==> config.mk <==
export PLATFORM = sky130hd
export DESIGN_NAME = kcwt_ctrl
export DESIGN_NICKNAME = d
export VERILOG_FILES = /design/src/kcwt_pkg.sv /design/src/kcwt_ctrl.sv
export SDC_FILE = /design/constraint.sdc
export NUM_CORES = 1
export LEC_CHECK = 0
export BUFFER_PORTS_ARGS = -buffer_cell sky130_fd_sc_hd__buf_2
export CORE_MARGIN = 4
export CORE_UTILIZATION = 41
export DETAILED_ROUTE_END_ITERATION = 8
export PLACE_DENSITY = 0.71
export SLEW_MARGIN = 20
export SYNTH_ARGS = -nofsm -noshare
export SYNTH_HDL_FRONTEND = slang
export SYNTH_SLANG_ARGS = --single-unit
==> constraint.sdc <==
create_clock -name clk -period 1.8 [get_ports clk]
set_input_delay 0.27 -clock clk [delete_from_list [all_inputs] [get_ports clk]]
set_output_delay 0.27 -clock clk [all_outputs]
set_load 0.02 [all_outputs]
==> src/kcwt_pkg.sv <==
// shared types, codes and constants of the keyed cost window tracker
`timescale 1ns / 1ps
package kcwt_pkg;

    // default sizes
    localparam int unsigned ENTRIES_DEF = 64;
    localparam int unsigned WINDOW_DEF  = 16;

    // fixed field widths
    localparam int unsigned ACT_W      = 3;
    localparam int unsigned KEY_W      = 64;
    localparam int unsigned COST_W     = 32;
    localparam int unsigned FRAME_W    = 32;
    localparam int unsigned EXP_W      = 16;
    localparam int unsigned PER_W      = 10;
    localparam int unsigned ERASE_W    = 7;
    localparam int unsigned CFG_IDX_W  = 2;
    localparam int unsigned CFG_DATA_W = 16;

    // register reset values
    localparam logic [EXP_W-1:0]   EXPIRY_RST = 16'd600;
    localparam logic [PER_W-1:0]   PERIOD_RST = 10'd30;
    localparam logic [ERASE_W-1:0] ERASE_RST  = 7'd4;

    // largest cost value
    localparam logic [COST_W-1:0] COST_MAX = 32'hFFFF_FFFF;

    // action codes
    localparam logic [ACT_W-1:0] ACT_TICK   = 3'd0;
    localparam logic [ACT_W-1:0] ACT_BEGIN  = 3'd1;
    localparam logic [ACT_W-1:0] ACT_END    = 3'd2;
    localparam logic [ACT_W-1:0] ACT_COMMIT = 3'd3;
    localparam logic [ACT_W-1:0] ACT_QUERY  = 3'd4;

    // register indexes
    localparam logic [CFG_IDX_W-1:0] CFG_EXPIRY = 2'd0;
    localparam logic [CFG_IDX_W-1:0] CFG_PERIOD = 2'd1;
    localparam logic [CFG_IDX_W-1:0] CFG_ERASE  = 2'd2;

    typedef enum logic [4:0] {
        ST_IDLE,
        ST_DISPATCH,
        ST_MOD_START,
        ST_MOD_WAIT,
        ST_CL_RD,
        ST_CL_CHK,
        ST_LK_RD,
        ST_LK_CHK,
        ST_ACT,
        ST_CM_CALC,
        ST_CM_DIV,
        ST_CM_WAIT,
        ST_FL_RD,
        ST_FL_CHK,
        ST_FL_DIV,
        ST_FL_WAIT,
        ST_RESP
    } state_t;

    typedef enum logic [1:0] {
        DIV_MOD,
        DIV_AVG,
        DIV_FLEET
    } div_mode_t;

    // controller to datapath
    typedef struct packed {
        logic      load;
        logic      tick;
        logic      walk_clr;
        logic      walk_inc;
        logic      cl_eval;
        logic      lk_eval;
        logic      begin_op;
        logic      write_prog;
        logic      commit_calc;
        logic      commit_wr;
        logic      res_entry;
        logic      fl_eval;
        logic      res_div;
        logic      div_start;
        div_mode_t div_mode;
        logic      emit;
    } cmd_t;

    // datapath to controller
    typedef struct packed {
        logic [ACT_W-1:0] act;
        logic             step;
        logic             period_zero;
        logic             div_done;
        logic             rem_zero;
        logic             walk_last;
        logic             match;
        logic             found;
        logic             fill_nz;
        logic             count_zero;
        logic             out_free;
    } stat_t;

endpackage

==> src/kcwt_ctrl.sv <==
// sequencing state machine of the tracker
`timescale 1ns / 1ps
module kcwt_ctrl (
    input  logic            clk,
    input  logic            rst_n,
    input  logic            in_valid,
    output logic            in_ready,
    input  kcwt_pkg::stat_t stat,
    output kcwt_pkg::cmd_t  cmd
);
    import kcwt_pkg::*;

    state_t state_reg;
    state_t state_next;

    always_ff @(posedge clk or negedge rst_n)
    begin
        if (!rst_n)
        begin
            state_reg <= ST_IDLE;
        end
        else
        begin
            state_reg <= state_next;
        end
    end

    // next state
    always_comb
    begin
        state_next = state_reg;
        unique case (state_reg)
            ST_IDLE:
            begin
                if (in_valid)
                begin
                    state_next = ST_DISPATCH;
                end
            end
            ST_DISPATCH:
            begin
                unique case (stat.act) inside
                    ACT_TICK:
                    begin
                        state_next = stat.step ? ST_RESP : ST_MOD_START;
                    end
                    ACT_BEGIN, ACT_END, ACT_COMMIT, ACT_QUERY:
                    begin
                        state_next = ST_LK_RD;
                    end
                    default:
                    begin
                        state_next = ST_RESP;
                    end
                endcase
            end
            ST_MOD_START:
            begin
                state_next = stat.period_zero ? ST_RESP : ST_MOD_WAIT;
            end
            ST_MOD_WAIT:
            begin
                if (stat.div_done)
                begin
                    state_next = stat.rem_zero ? ST_CL_RD : ST_RESP;
                end
            end
            ST_CL_RD:
            begin
                state_next = ST_CL_CHK;
            end
            ST_CL_CHK:
            begin
                state_next = stat.walk_last ? ST_RESP : ST_CL_RD;
            end
            ST_LK_RD:
            begin
                state_next = ST_LK_CHK;
            end
            ST_LK_CHK:
            begin
                state_next = (stat.match || stat.walk_last) ? ST_ACT : ST_LK_RD;
            end
            ST_ACT:
            begin
                unique case (stat.act) inside
                    ACT_END:
                    begin
                        state_next = (stat.found && stat.step) ? ST_CM_CALC : ST_RESP;
                    end
                    ACT_COMMIT:
                    begin
                        state_next = stat.found ? ST_CM_CALC : ST_RESP;
                    end
                    ACT_QUERY:
                    begin
                        state_next = (stat.found && stat.fill_nz) ? ST_RESP : ST_FL_RD;
                    end
                    default:
                    begin
                        state_next = ST_RESP;
                    end
                endcase
            end
            ST_CM_CALC:
            begin
                state_next = ST_CM_DIV;
            end
            ST_CM_DIV:
            begin
                state_next = ST_CM_WAIT;
            end
            ST_CM_WAIT:
            begin
                if (stat.div_done)
                begin
                    state_next = ST_RESP;
                end
            end
            ST_FL_RD:
            begin
                state_next = ST_FL_CHK;
            end
            ST_FL_CHK:
            begin
                state_next = stat.walk_last ? ST_FL_DIV : ST_FL_RD;
            end
            ST_FL_DIV:
            begin
                state_next = stat.count_zero ? ST_RESP : ST_FL_WAIT;
            end
            ST_FL_WAIT:
            begin
                if (stat.div_done)
                begin
                    state_next = ST_RESP;
                end
            end
            ST_RESP:
            begin
                if (stat.out_free)
                begin
                    state_next = ST_IDLE;
                end
            end
            default:
            begin
                state_next = ST_IDLE;
            end
        endcase
    end

    // commands
    always_comb
    begin
        cmd      = '0;
        in_ready = 1'b0;
        unique case (state_reg)
            ST_IDLE:
            begin
                in_ready = 1'b1;
                cmd.load = in_valid;
            end
            ST_DISPATCH:
            begin
                unique case (stat.act) inside
                    ACT_TICK:
                    begin
                        cmd.tick = !stat.step;
                    end
                    ACT_BEGIN, ACT_END, ACT_COMMIT, ACT_QUERY:
                    begin
                        cmd.walk_clr = 1'b1;
                    end
                    default:
                    begin
                        cmd.tick = 1'b0;
                    end
                endcase
            end
            ST_MOD_START:
            begin
                cmd.div_start = !stat.period_zero;
                cmd.div_mode  = DIV_MOD;
            end
            ST_MOD_WAIT:
            begin
                cmd.walk_clr = stat.div_done && stat.rem_zero;
            end
            ST_CL_CHK:
            begin
                cmd.cl_eval  = 1'b1;
                cmd.walk_inc = !stat.walk_last;
            end
            ST_LK_CHK:
            begin
                cmd.lk_eval  = 1'b1;
                cmd.walk_inc = !stat.match && !stat.walk_last;
            end
            ST_ACT:
            begin
                unique case (stat.act) inside
                    ACT_BEGIN:
                    begin
                        cmd.begin_op = !stat.found;
                    end
                    ACT_END:
                    begin
                        cmd.write_prog = stat.found && !stat.step;
                    end
                    ACT_QUERY:
                    begin
                        cmd.res_entry = stat.found && stat.fill_nz;
                        cmd.walk_clr  = !(stat.found && stat.fill_nz);
                    end
                    default:
                    begin
                        cmd.begin_op = 1'b0;
                    end
                endcase
            end
            ST_CM_CALC:
            begin
                cmd.commit_calc = 1'b1;
            end
            ST_CM_DIV:
            begin
                cmd.div_start = 1'b1;
                cmd.div_mode  = DIV_AVG;
            end
            ST_CM_WAIT:
            begin
                cmd.commit_wr = stat.div_done;
            end
            ST_FL_CHK:
            begin
                cmd.fl_eval  = 1'b1;
                cmd.walk_inc = !stat.walk_last;
            end
            ST_FL_DIV:
            begin
                cmd.div_start = !stat.count_zero;
                cmd.div_mode  = DIV_FLEET;
            end
            ST_FL_WAIT:
            begin
                cmd.res_div = stat.div_done;
            end
            ST_RESP:
            begin
                cmd.emit = stat.out_free;
            end
            default:
            begin
                cmd = '0;
            end
        endcase
    end
endmodule

==> summary.md, run 1 <==
| Metric | Value |
|---|---|
| Status | `complete, but fails checks` |
| Failing checks | `setup timing` |
| Post-Place Cell Area | `between 0.001 and 0.0015 mm^2` |
| Initial Util | `0.442` |
| Final worst path period share | `1.11` |
| Yosys warnings | `0` |
| Starting DRT DRC Count | `40` |
| Met2 routed WL | `1460 um` |
| Drt pass-1 iters | `5` |
| Number of max-cap violations | `0` |
| Area Growth Syn to Fin | `56.5%` |
| CP arrival | `between 1.5 and 2 ns` |
| Clk sinks | `5` |
| WL met1 | `between 1000 and 1500 um` |
| Final setup fails | `5` |
| Vias | `between 1000 and 1500` |
| Core ar. | `about 0.0018 mm^2` |
| Relative slew slack | `0.730` |
| Mapped Nets | `approximately 130` |
| Skew final | `0.00857 ns` |
| Psw | `between 600 and 700 uW` |
| Die Area | `between 0.002 and 0.003 mm^2` |
| Fraction of registers with async set/reset | `1.00` |
| Ranking of synthesized cells by area | `dfrtp_1 16%, nor3_1 7.7%, nand2_1 5.8%, nor2_1 5.3%, o21ai_0 5.1%` |
| Area share of the largest cell type after synthesis | `0.161` |
| RR Endpoint | `state_reg[4]$_DFFE_PN0P_` |
| Hpwl dp | `2100 um` |
| Reg2reg setup slack | `around 0.08 ns` |
| Pins Over Slew Limit | `0` |
| GRT overflow | `0` |
| CP Launch Point | `state_reg[0]$_DFFE_PN0P_` |
| Fraction of layout cells with a size suffix above 1 | `0.473` |
| Post-synth top cells | `12 x nand2_1, 12 x nor3_1, 11 x nor2_1` |
| Final Util | `0.691` |
| Routed length per instance | `about 16 um` |
| Post-synth EDFFs | `0` |
| # rows | `15` |
| Mapped Area | `779 um^2` |
| GPL Wtd Cong | `roughly 1.0` |
| CP Class | `register to primary output` |
| Number of global-route vias before repair | `roughly 990` |
| Vias per inst | `roughly 6.0` |
| CTS HTree Levels | `1` |
| Setup slack at placement | `0.0578 ns` |
| Die W | `51.6 um` |
| Cell Pwr Density | `~1000 mW/mm^2` |
| Post-Synthesis Cells | `116` |
| Clk_lat worst skew | `about 0.26 ns` |
| Worst slew pin tran | `0.403 ns` |
| Fin area | `0.00122 mm^2` |
| All-Layer GR Usage | `0.214` |
| Post-synth top flop | `dfrtp_1` |
| Reg2reg path depth | `6` |
| CP Data Required Time | `between 1.5 and 2 ns` |
| Design Power | `between 1000 and 1500 uW` |
| FMAX | `between 500 and 600 MHz` |
| TritonCTS Buffers | `3` |
| Met3 WL | `between 200 and 300 um` |
| Die Span Y | `51.6 um` |
| WL final | `a little under 3000 um` |
| Hold Crit Class | `input pin to register` |
| Net Sw Frac | `0.482` |
| Critical path launch point type | `register` |
| Register bit count reported by yosys | `5` |
| CP Max Fanout | `6` |
| Seq pwr share | `0.169` |
| Post-route ant nets | `0` |
| Seq/Total Area, Yosys | `0.161` |
| Worst Setup EP | `cmd[9]` |
| Clock transition at the registers of the reported paths | `0.05 ns` |
| First-pass GRT wire length | `4410 um` |
| Pleak | `~0.00055 uW` |
| Critical register-to-register path startpoint | `state_reg[0]$_DFFE_PN0P_` |
| Synth cell types | `36` |
| Int Pwr | `about 660 uW` |
| Io pins | `34` |
| Clock buffer depth | `2` |
| Synth area leader | `dfrtp_1` |
| Final hold vios | `0` |
| Pin count of the biggest net entering global routing | `14` |
| Highest metal used | `met4` |
| Worst Setup End Kind | `primary output` |
| Fillers | `approximately 180` |
| CTS tree | `done` |
| Max reg flops | `5` |
| Clk pwr share | `0.110` |
| Setup TNS | `-0.582 ns` |
| Syn avg cell area | `around 6.7 um^2` |
| Peak supply drop | `between 0.6 and 0.7 mV` |
| Antenna violations before repair | `0` |
| RSZ-0062 raised after global routing | `true` |
| Inserted Diodes | `0` |
| Combinational share of power | `0.721` |
| # DRC | `0` |
| Buffers added on ports | `33` |
| Root Driver | `clkbuf_4` |
| Final worst slack | `-0.196 ns` |
| Layout Nets | `approximately 180` |
| Min cycle time layout | `around 2.0 ns` |
## critical path, cell delays in order (launching register included)
cell and delay [ns]:
dfrtp_2 0.45, or3_4 0.45, nor3_4 0.17, nand3_2 0.09, nor3_2 0.14, buf_4 0.17
## final cells by class
cell class / count / area [um^2] / area share
flip-flops and latches: 5 / 130 / 0.107
well taps: 25 / 31.3 / 0.0256
inverters: 2 / 7.51 / 0.00615
repair buffers: 54 / 358 / 0.293
clock buffers: 4 / 26.3 / 0.0215
multi-input cells: 100 / 667 / 0.547
## how the worst min path moves through the flow
stage                 start  slack [ns]  cells past startpoint                  endpoint
floorplan             rst_n       -0.03                      0  state_reg[0]$_DFFE_PN0P_
global placement      rst_n        0.08                      1  state_reg[1]$_DFFE_PN0P_
detailed placement    rst_n        0.09                      1  state_reg[1]$_DFFE_PN0P_
CTS                 stat[4]        0.34                      3  state_reg[3]$_DFFE_PN0P_
global route        stat[0]        0.36                      3  state_reg[4]$_DFFE_PN0P_
finish              stat[4]        0.34                      3  state_reg[3]$_DFFE_PN0P_
## per-layer routing
metal  up-vias  track usage
met3         6       0.0602
met4         0       0.0393
li1        535            -
met5         -            0
met1       537        0.285
met2        64        0.345
## logic make-up (layout without fill, tap and decap cells)
group	after synthesis	after routing	synth area share
buffers and inverters	11	60	0.0787
and+or+nand+nor	69	69	0.493
AOI/OAI and AO/OA	29	29	0.246
xor gates and xnor gates	2	2	0.0225
DFF	5	5	0.161
## stage by stage
step	hold slack, ns	cells
final	0.335	190
after global routing	0.358	190
after CTS	0.344	184
after detailed placement	0.0866	179
after global placement	0.0831	179
after floorplan	-0.0256	116
## layout by cell type (no fill, tap or decap), types with 3 or more instances in the layout
| cell type | count |
|---|---|
| buf_2 | 26 |
| nor2b_1 | 3 |
| buf_4 | 23 |
| nor3b_1 | 3 |
| dfrtp_2 | 4 |
| o21ai_0 | 8 |
| buf_6 | 4 |
| nor2_1 | 9 |
| nand2b_1 | 3 |
| nor3_1 | 10 |
| clkbuf_4 | 3 |
| a21oi_1 | 5 |
| nand3_1 | 4 |
| nand2_1 | 11 |
| and3_1 | 4 |
## power groups by stage
stage	Clock, uW	Sequential [uW]	Combinational, uW
2_1_floorplan	0	166	531
6_report	140	214	913
3_5_place_dp	0	199	765
5_1_grt	151	219	985
3_3_place_gp	0	199	761
4_1_cts	132	205	786
## repair_timing
| item | 4_1_cts | 5_1_grt |
|---|---|---|
| setup endpoints to repair | 9 | 14 |
| hold endpoints to repair | 5 | 0 |
| resized for setup | 12 | 19 |
| pin swaps | 4 | 3 |
| setup buffers | 0 | 6 |
| hold buffers | 1 | 0 |
No activity file was read; power rests on OpenSTA's default activity.
==> run 2: changes to the inputs <==
--- a/config.mk
+++ b/config.mk
@@ -6,10 +6,11 @@
 export NUM_CORES = 1
 export LEC_CHECK = 0
 export BUFFER_PORTS_ARGS = -buffer_cell sky130_fd_sc_hd__buf_2
-export CORE_MARGIN = 4
+export CORE_MARGIN = 8
 export CORE_UTILIZATION = 41
 export DETAILED_ROUTE_END_ITERATION = 8
 export PLACE_DENSITY = 0.71
+export SKIP_LAST_GASP = 1
 export SLEW_MARGIN = 20
 export SYNTH_ARGS = -nofsm -noshare
 export SYNTH_HDL_FRONTEND = slang
==> run 2 against run 1 <==
The run still ends with setup timing left. Sequential power grew 4%. Non-clock buffer count up 1. Clock skew shrank 0.0056 ns. Critical path type unchanged. Largest cell class unchanged.
==> summary.md, run 2 (same netlist as run 1, synthesis figures left out) <==
| Metric | Value |
|---|---|
| CP Max Fanout | `6 (unchanged)` |
| Status | `complete, but fails checks` |
| Clk sinks | `5 (unchanged)` |
| Buf/Inv on CP | `1 (unchanged)` |
| Vias | `1146 (+0.35%)` |
| Starting DRT DRC Count | `60 (+50%)` |
| Placed instance count | `177 (-1.1%)` |
| Layout Cells excl Fill | `191 (+0.53%)` |
| Failing checks | `setup timing` |
| Slowest-stage cell, CP | `dfrtp_2` |
| Area Growth Syn to Fin | `63.2%` |
| Final worst path period share | `1.07 (-0.0412)` |
| FMAX | `520 MHz (+3.9%)` |
| Number of global-route vias before repair | `1066 (+8.1%)` |
| Worst slew pin tran | `0.433 ns (+0.0303 ns)` |
| Die W | `59.6 um (+16%)` |
| Antenna violations before repair | `0 (unchanged)` |
| # DRC | `0 (unchanged)` |
| CP arrival | `1.65 ns (-0.08 ns)` |
| Clock transition at the registers of the reported paths | `0.04 ns (about the same)` |
| RSZ-0062 raised after global routing | `true` |
| Peak supply drop | `0.746 mV (+14%)` |
| Top delay family on crit path | `simple AND/OR/NAND/NOR gates` |
| Final worst slack | `-0.122 ns (+0.0741 ns)` |
| Min cycle time layout | `1.92 ns (-0.0741 ns)` |
| Core ar. | `0.00176 mm^2 (unchanged)` |
| Final hold vios | `0 (unchanged)` |
| Cell Pwr Density | `1060 mW/mm^2 (+2.5%)` |
| Relative slew slack | `0.710 (-0.0203)` |
| Pin count of the biggest net entering global routing | `14 (unchanged)` |
| Fillers | `160 (-10%)` |
| Post-route ant nets | `0 (unchanged)` |
| Max reg flops | `5 (unchanged)` |
| Root Driver | `clkbuf_4` |
| # rows | `15 (unchanged)` |
| Commonest non-fill, non-tap cells in the layout | `27 x buf_2, 21 x buf_4, 10 x nand2_1` |
| GPL Wtd Cong | `0.876 (-14%)` |
| Final setup fails | `5 (unchanged)` |
| Cells along the critical path | `or3_4 > nor3_4 > nand3_2 > nor3_2 > buf_4` |
| Skew final | `0.00295 ns (-0.00562 ns)` |
| Initial Util | `0.442 (unchanged)` |
| Buffers added on ports | `33 (unchanged)` |
| Drt pass-1 iters | `4 (-1)` |
| Clk_lat worst skew | `0.23 ns (-0.03 ns)` |
| First-pass GRT wire length | `4750 um (+7.7%)` |
| Critical path launch point type | `register` |
| Pleak | `0.000570 uW (+3.4%)` |
| Design Power | `1350 uW (+6.9%)` |
| Fraction of layout cells with a size suffix above 1 | `0.518 (+0.0453)` |
| Vias per inst | `6.00 (-0.18%)` |
| Die Span Y | `59.6 um (+16%)` |
| Register area | `130 um^2 (unchanged)` |
| Clock buffer depth | `2 (unchanged)` |
| CTS HTree Levels | `1 (unchanged)` |
| All-Layer GR Usage | `0.167 (-0.0469)` |
| Number of max-cap violations | `0 (unchanged)` |
| Layout Nets | `183 (+0.55%)` |
| CTS tree | `done` |
| Hold Crit Class | `input pin to asynchronous set/reset pin` |
| CP Class | `register to primary output` |
| Hpwl dp | `2170 um (+3.4%)` |
| Inserted Diodes | `0 (unchanged)` |
| Hold slack | `0.383 ns (+0.0483 ns)` |
| CP peak stage delay | `0.45 ns (about the same)` |
| Final Util | `0.721 (+0.0298)` |
| TritonCTS Buffers | `3 (unchanged)` |
| Die Area | `0.00355 mm^2 (+33%)` |
| Io pins | `34 (unchanged)` |
| CP Data Required Time | `1.53 ns (about the same)` |
| Most common cell after layout, fill and taps aside | `buf_2` |
| Pins Over Slew Limit | `0 (unchanged)` |
| Area taken by multi-input logic gates | `707 um^2 (+6.0%)` |
| GRT overflow | `0 (unchanged)` |
| Routed length per instance | `17.0 um (+8.5%)` |
| Worst Setup End Kind | `primary output` |
| WL final | `3250 um (+9.1%)` |
-- run 2: changes by cell type in the layout (fill, tap and decap cells not counted), sizes merged --
cell and delta:
buf +1
-- run 2: cell type report --
type,count,area share
clock buffer,4,0.0206
inverter,2,0.00590
multi-input combinational,100,0.556
timing repair buffer,55,0.291
sequential,5,0.102
tap,25,0.0246
-- run 2: final timing paths --
| path | from | to | slack (ns) | depth (start not counted) |
|---|---|---|---|---|
| hold reg to reg | state_reg[4]$_DFFE_PN0P_ | state_reg[3]$_DFFE_PN0P_ | 0.76 | 3 |
| setup reg to reg | state_reg[0]$_DFFE_PN0P_ | state_reg[4]$_DFFE_PN0P_ | 0.07 | 6 |
| min in group clk | stat[4] | state_reg[3]$_DFFE_PN0P_ | 0.38 | 3 |
| max in group asynchronous | rst_n | state_reg[3]$_DFFE_PN0P_ | 1.27 | 2 |
| hold / removal | rst_n | state_reg[4]$_DFFE_PN0P_ | 0.38 | 2 |
| setup / recovery | state_reg[0]$_DFFE_PN0P_ | cmd[9] | -0.12 | 5 |
-- run 2: where the power goes --
part	switching [uW]	total, uW	internal, uW
clock network	39.5	123	83.4
logic	530	1010	477
registers	72.4	223	150
-- run 2: timing repair --
action | in CTS | in global routing
buffers inserted | 4 | 5
pin swaps | 4 | 2
endpoints found under the setup margin | 11 | 15
hold buffers | 1 | 0
gates resized for setup | 16 | 27
endpoints found under the hold margin | 5 | 0
-- run 2: routing by layer --
| layer | vias to the layer above | global-route usage | routed length [um] |
|---|---|---|---|
| li1 | 537 | - | - |
| met3 | 4 | 0.0521 | 352 |
| met1 | 537 | 0.185 | 1290 |
| met4 | 0 | 0.0578 | 19 |
| met5 | - | 0 | 0 |
| met2 | 68 | 0.291 | 1590 |
-- run 2: per-stage QoR --
stage | TNS [ns] | instance area (um^2) | setup WS, ns
after global placement | 0 | 1020 | 0.116
after CTS | -0.295 | 1140 | -0.0952
final | -0.398 | 1270 | -0.122
after detailed placement | 0 | 1020 | 0.0786
after floorplan | -0.0296 | 785 | -0.0227
after global routing | -0.781 | 1270 | -0.174
==> run 3: changes to the inputs <==
--- a/config.mk
+++ b/config.mk
@@ -10,7 +10,6 @@
 export CORE_UTILIZATION = 41
 export DETAILED_ROUTE_END_ITERATION = 8
 export PLACE_DENSITY = 0.71
-export SKIP_LAST_GASP = 1
 export SLEW_MARGIN = 20
 export SYNTH_ARGS = -nofsm -noshare
 export SYNTH_HDL_FRONTEND = slang
==> run 3 against run 2 <==
The flow still finishes with violations (setup timing). Worst hold slack worse by 0.017 ns. Via count up 0.79%. Register-to-register slack about the same. Combinational power about the same. Final cell count unchanged. Critical path type unchanged. Critical endpoint unchanged.
==> summary.md, run 3 (same netlist as run 1, synthesis figures left out) <==
| Metric | Value |
|---|---|
| Die Span Y | `59.6 um (unchanged)` |
| Cell Pwr Density | `1050 mW/mm^2 (-0.93%)` |
| Pins Over Slew Limit | `0 (unchanged)` |
| Clk_lat worst skew | `0.24 ns (about the same)` |
| CP Max Fanout | `6 (unchanged)` |
| Root Driver | `clkbuf_4` |
| Fin area | `0.00130 mm^2 (+2.3%)` |
| CTS HTree Levels | `1 (unchanged)` |
| Commonest non-fill, non-tap cells in the layout | `26 x buf_2, 22 x buf_4, 10 x nand2_1` |
| CTS tree | `done` |
| Reg2reg setup slack | `0.08 ns (about the same)` |
| Hold path depth | `3` |
| Core ar. | `0.00176 mm^2 (unchanged)` |
| Failing checks | `setup timing` |
| Design Power | `1370 uW (+1.3%)` |
| Clock buffer depth | `2 (unchanged)` |
| GRT overflow | `0 (unchanged)` |
| Hold Path End | `state_reg[3]$_DFFE_PN0P_` |
| Hpwl dp | `2170 um (unchanged)` |
| Routed length per instance | `17.1 um (+0.28%)` |
| Antenna violations before repair | `0 (unchanged)` |
| Drt pass-1 iters | `4 (unchanged)` |
| Final setup fails | `7 (+2)` |
| Fraction of layout cells with a size suffix above 1 | `0.530 (+0.0120)` |
| Max reg flops | `5 (unchanged)` |
| Vias | `1155 (+0.79%)` |
| Relative slew slack | `0.711 (+0.000764)` |
| Most common cell after layout, fill and taps aside | `buf_2` |
| Post-route ant nets | `0 (unchanged)` |
| Inserted Diodes | `0 (unchanged)` |
| Number of global-route vias before repair | `1078 (+1.1%)` |
| GPL Wtd Cong | `0.876 (unchanged)` |
| Min cycle time layout | `1.92 ns (-0.00713 ns)` |
| Pleak | `0.000578 uW (+1.5%)` |
| Final hold vios | `0 (unchanged)` |
| Buffers added on ports | `33 (unchanged)` |
| Peak supply drop | `0.743 mV (-0.31%)` |
| Critical path launch point type | `register` |
| Status | `complete, but fails checks` |
| Final worst path period share | `1.06 (-0.00396)` |
| CP Data Required Time | `1.53 ns (about the same)` |
| Layout Nets | `183 (unchanged)` |
| All-Layer GR Usage | `0.167 (-0.000440)` |
| Clk sinks | `5 (unchanged)` |
| Worst slew pin tran | `0.432 ns (-0.00114 ns)` |
| RR Endpoint | `state_reg[4]$_DFFE_PN0P_` |
| Worst Setup End Kind | `primary output` |
| Pin count of the biggest net entering global routing | `14 (unchanged)` |
| TritonCTS Buffers | `3 (unchanged)` |
| Register area | `130 um^2 (unchanged)` |
| Critical register-to-register path startpoint | `state_reg[0]$_DFFE_PN0P_` |
| Reg2reg path depth | `6 (unchanged)` |
| WL final | `3260 um (+0.28%)` |
| Final worst slack | `-0.115 ns (+0.00713 ns)` |
| RSZ-0062 raised after global routing | `true` |
| Die W | `59.6 um (unchanged)` |
| # DRC | `0 (unchanged)` |
| Number of max-cap violations | `0 (unchanged)` |
| Starting DRT DRC Count | `73 (+22%)` |
| FMAX | `522 MHz (+0.37%)` |
| First-pass GRT wire length | `4730 um (-0.29%)` |
| CP arrival | `1.65 ns (about the same)` |
| Fillers | `154 (-3.8%)` |
| Die Area | `0.00355 mm^2 (unchanged)` |
| Vias per inst | `6.05 (+0.79%)` |
| Hold Crit Class | `input pin to register` |
| Clock transition at the registers of the reported paths | `0.04 ns (about the same)` |
| Initial Util | `0.442 (unchanged)` |
| Io pins | `34 (unchanged)` |
| # rows | `15 (unchanged)` |
| Area Growth Syn to Fin | `66.9%` |
| Beginning of the worst hold path | `stat[4]` |
| Skew final | `0.00266 ns (-0.000288 ns)` |
| Area taken by multi-input logic gates | `733 um^2 (+3.7%)` |
| CP Class | `register to primary output` |
| Post-Place Cell Area | `0.00102 mm^2 (unchanged)` |
-- run 3: area by class of cell --
class / instances / share of cell area
clock buffers: 4 / 0.0202
inverters: 2 / 0.00577
multi-input cells: 100 / 0.563
flip-flops and latches: 5 / 0.100
well taps: 25 / 0.0240
repair buffers: 55 / 0.287
-- run 3: worst max path at each step --
stage | from | end | slack, ns | cells past startpoint
after floorplan | state_reg[3]$_DFFE_PN0P_ | state_reg[4]$_DFFE_PN0P_ | -0.02 | 6
after global placement | state_reg[2]$_DFFE_PN0P_ | cmd[9] | 0.12 | 5
after detailed placement | state_reg[0]$_DFFE_PN0P_ | cmd[14] | 0.08 | 5
after CTS | state_reg[0]$_DFFE_PN0P_ | cmd[14] | -0.1 | 5
after global routing | state_reg[0]$_DFFE_PN0P_ | cmd[9] | -0.17 | 5
final | state_reg[0]$_DFFE_PN0P_ | cmd[9] | -0.12 | 5
-- run 3: metal layers --
| metal | vias up | GRT usage | wire (um) |
|---|---|---|---|
| met4 | 0 | 0.0612 | 53 |
| met1 | 547 | 0.187 | 1280 |
| li1 | 535 | - | - |
| met3 | 9 | 0.0521 | 334 |
| met2 | 64 | 0.285 | 1590 |
| met5 | - | 0 | 0 |
-- run 3: metrics by stage --
step	TNS (ns)	util	hold WS (ns)	std cells	setup WS, ns
global route	-0.797	0.738	0.389	191	-0.174
CTS	-0.264	0.649	0.363	186	-0.0952
floorplan	-0.0296	-	-0.0256	116	-0.0227
global placement	0	0.577	0.0856	177	0.116
finish	-0.373	0.738	0.366	191	-0.115
detailed placement	0	0.577	0.0868	177	0.0786
-- run 3: what timing repair did --
action	4_1_cts	5_1_grt
setup endpoints to repair	11	15
hold endpoints to repair	5	0
resized for setup	18	30
pin swaps	4	3
hold buffers	1	0
buffers inserted	4	5
-- run 3: power breakdown --
part	internal, uW	switching [uW]
logic	485	538
clock network	83.6	43.4
registers	150	70.9
-- run 3: critical path, stage by stage (launching register included) --
cell and delay [ns]:
dfrtp_2 0.44, or3_4 0.44, nor3_4 0.16, nand3_2 0.10, nor3_2 0.10, buf_4 0.16
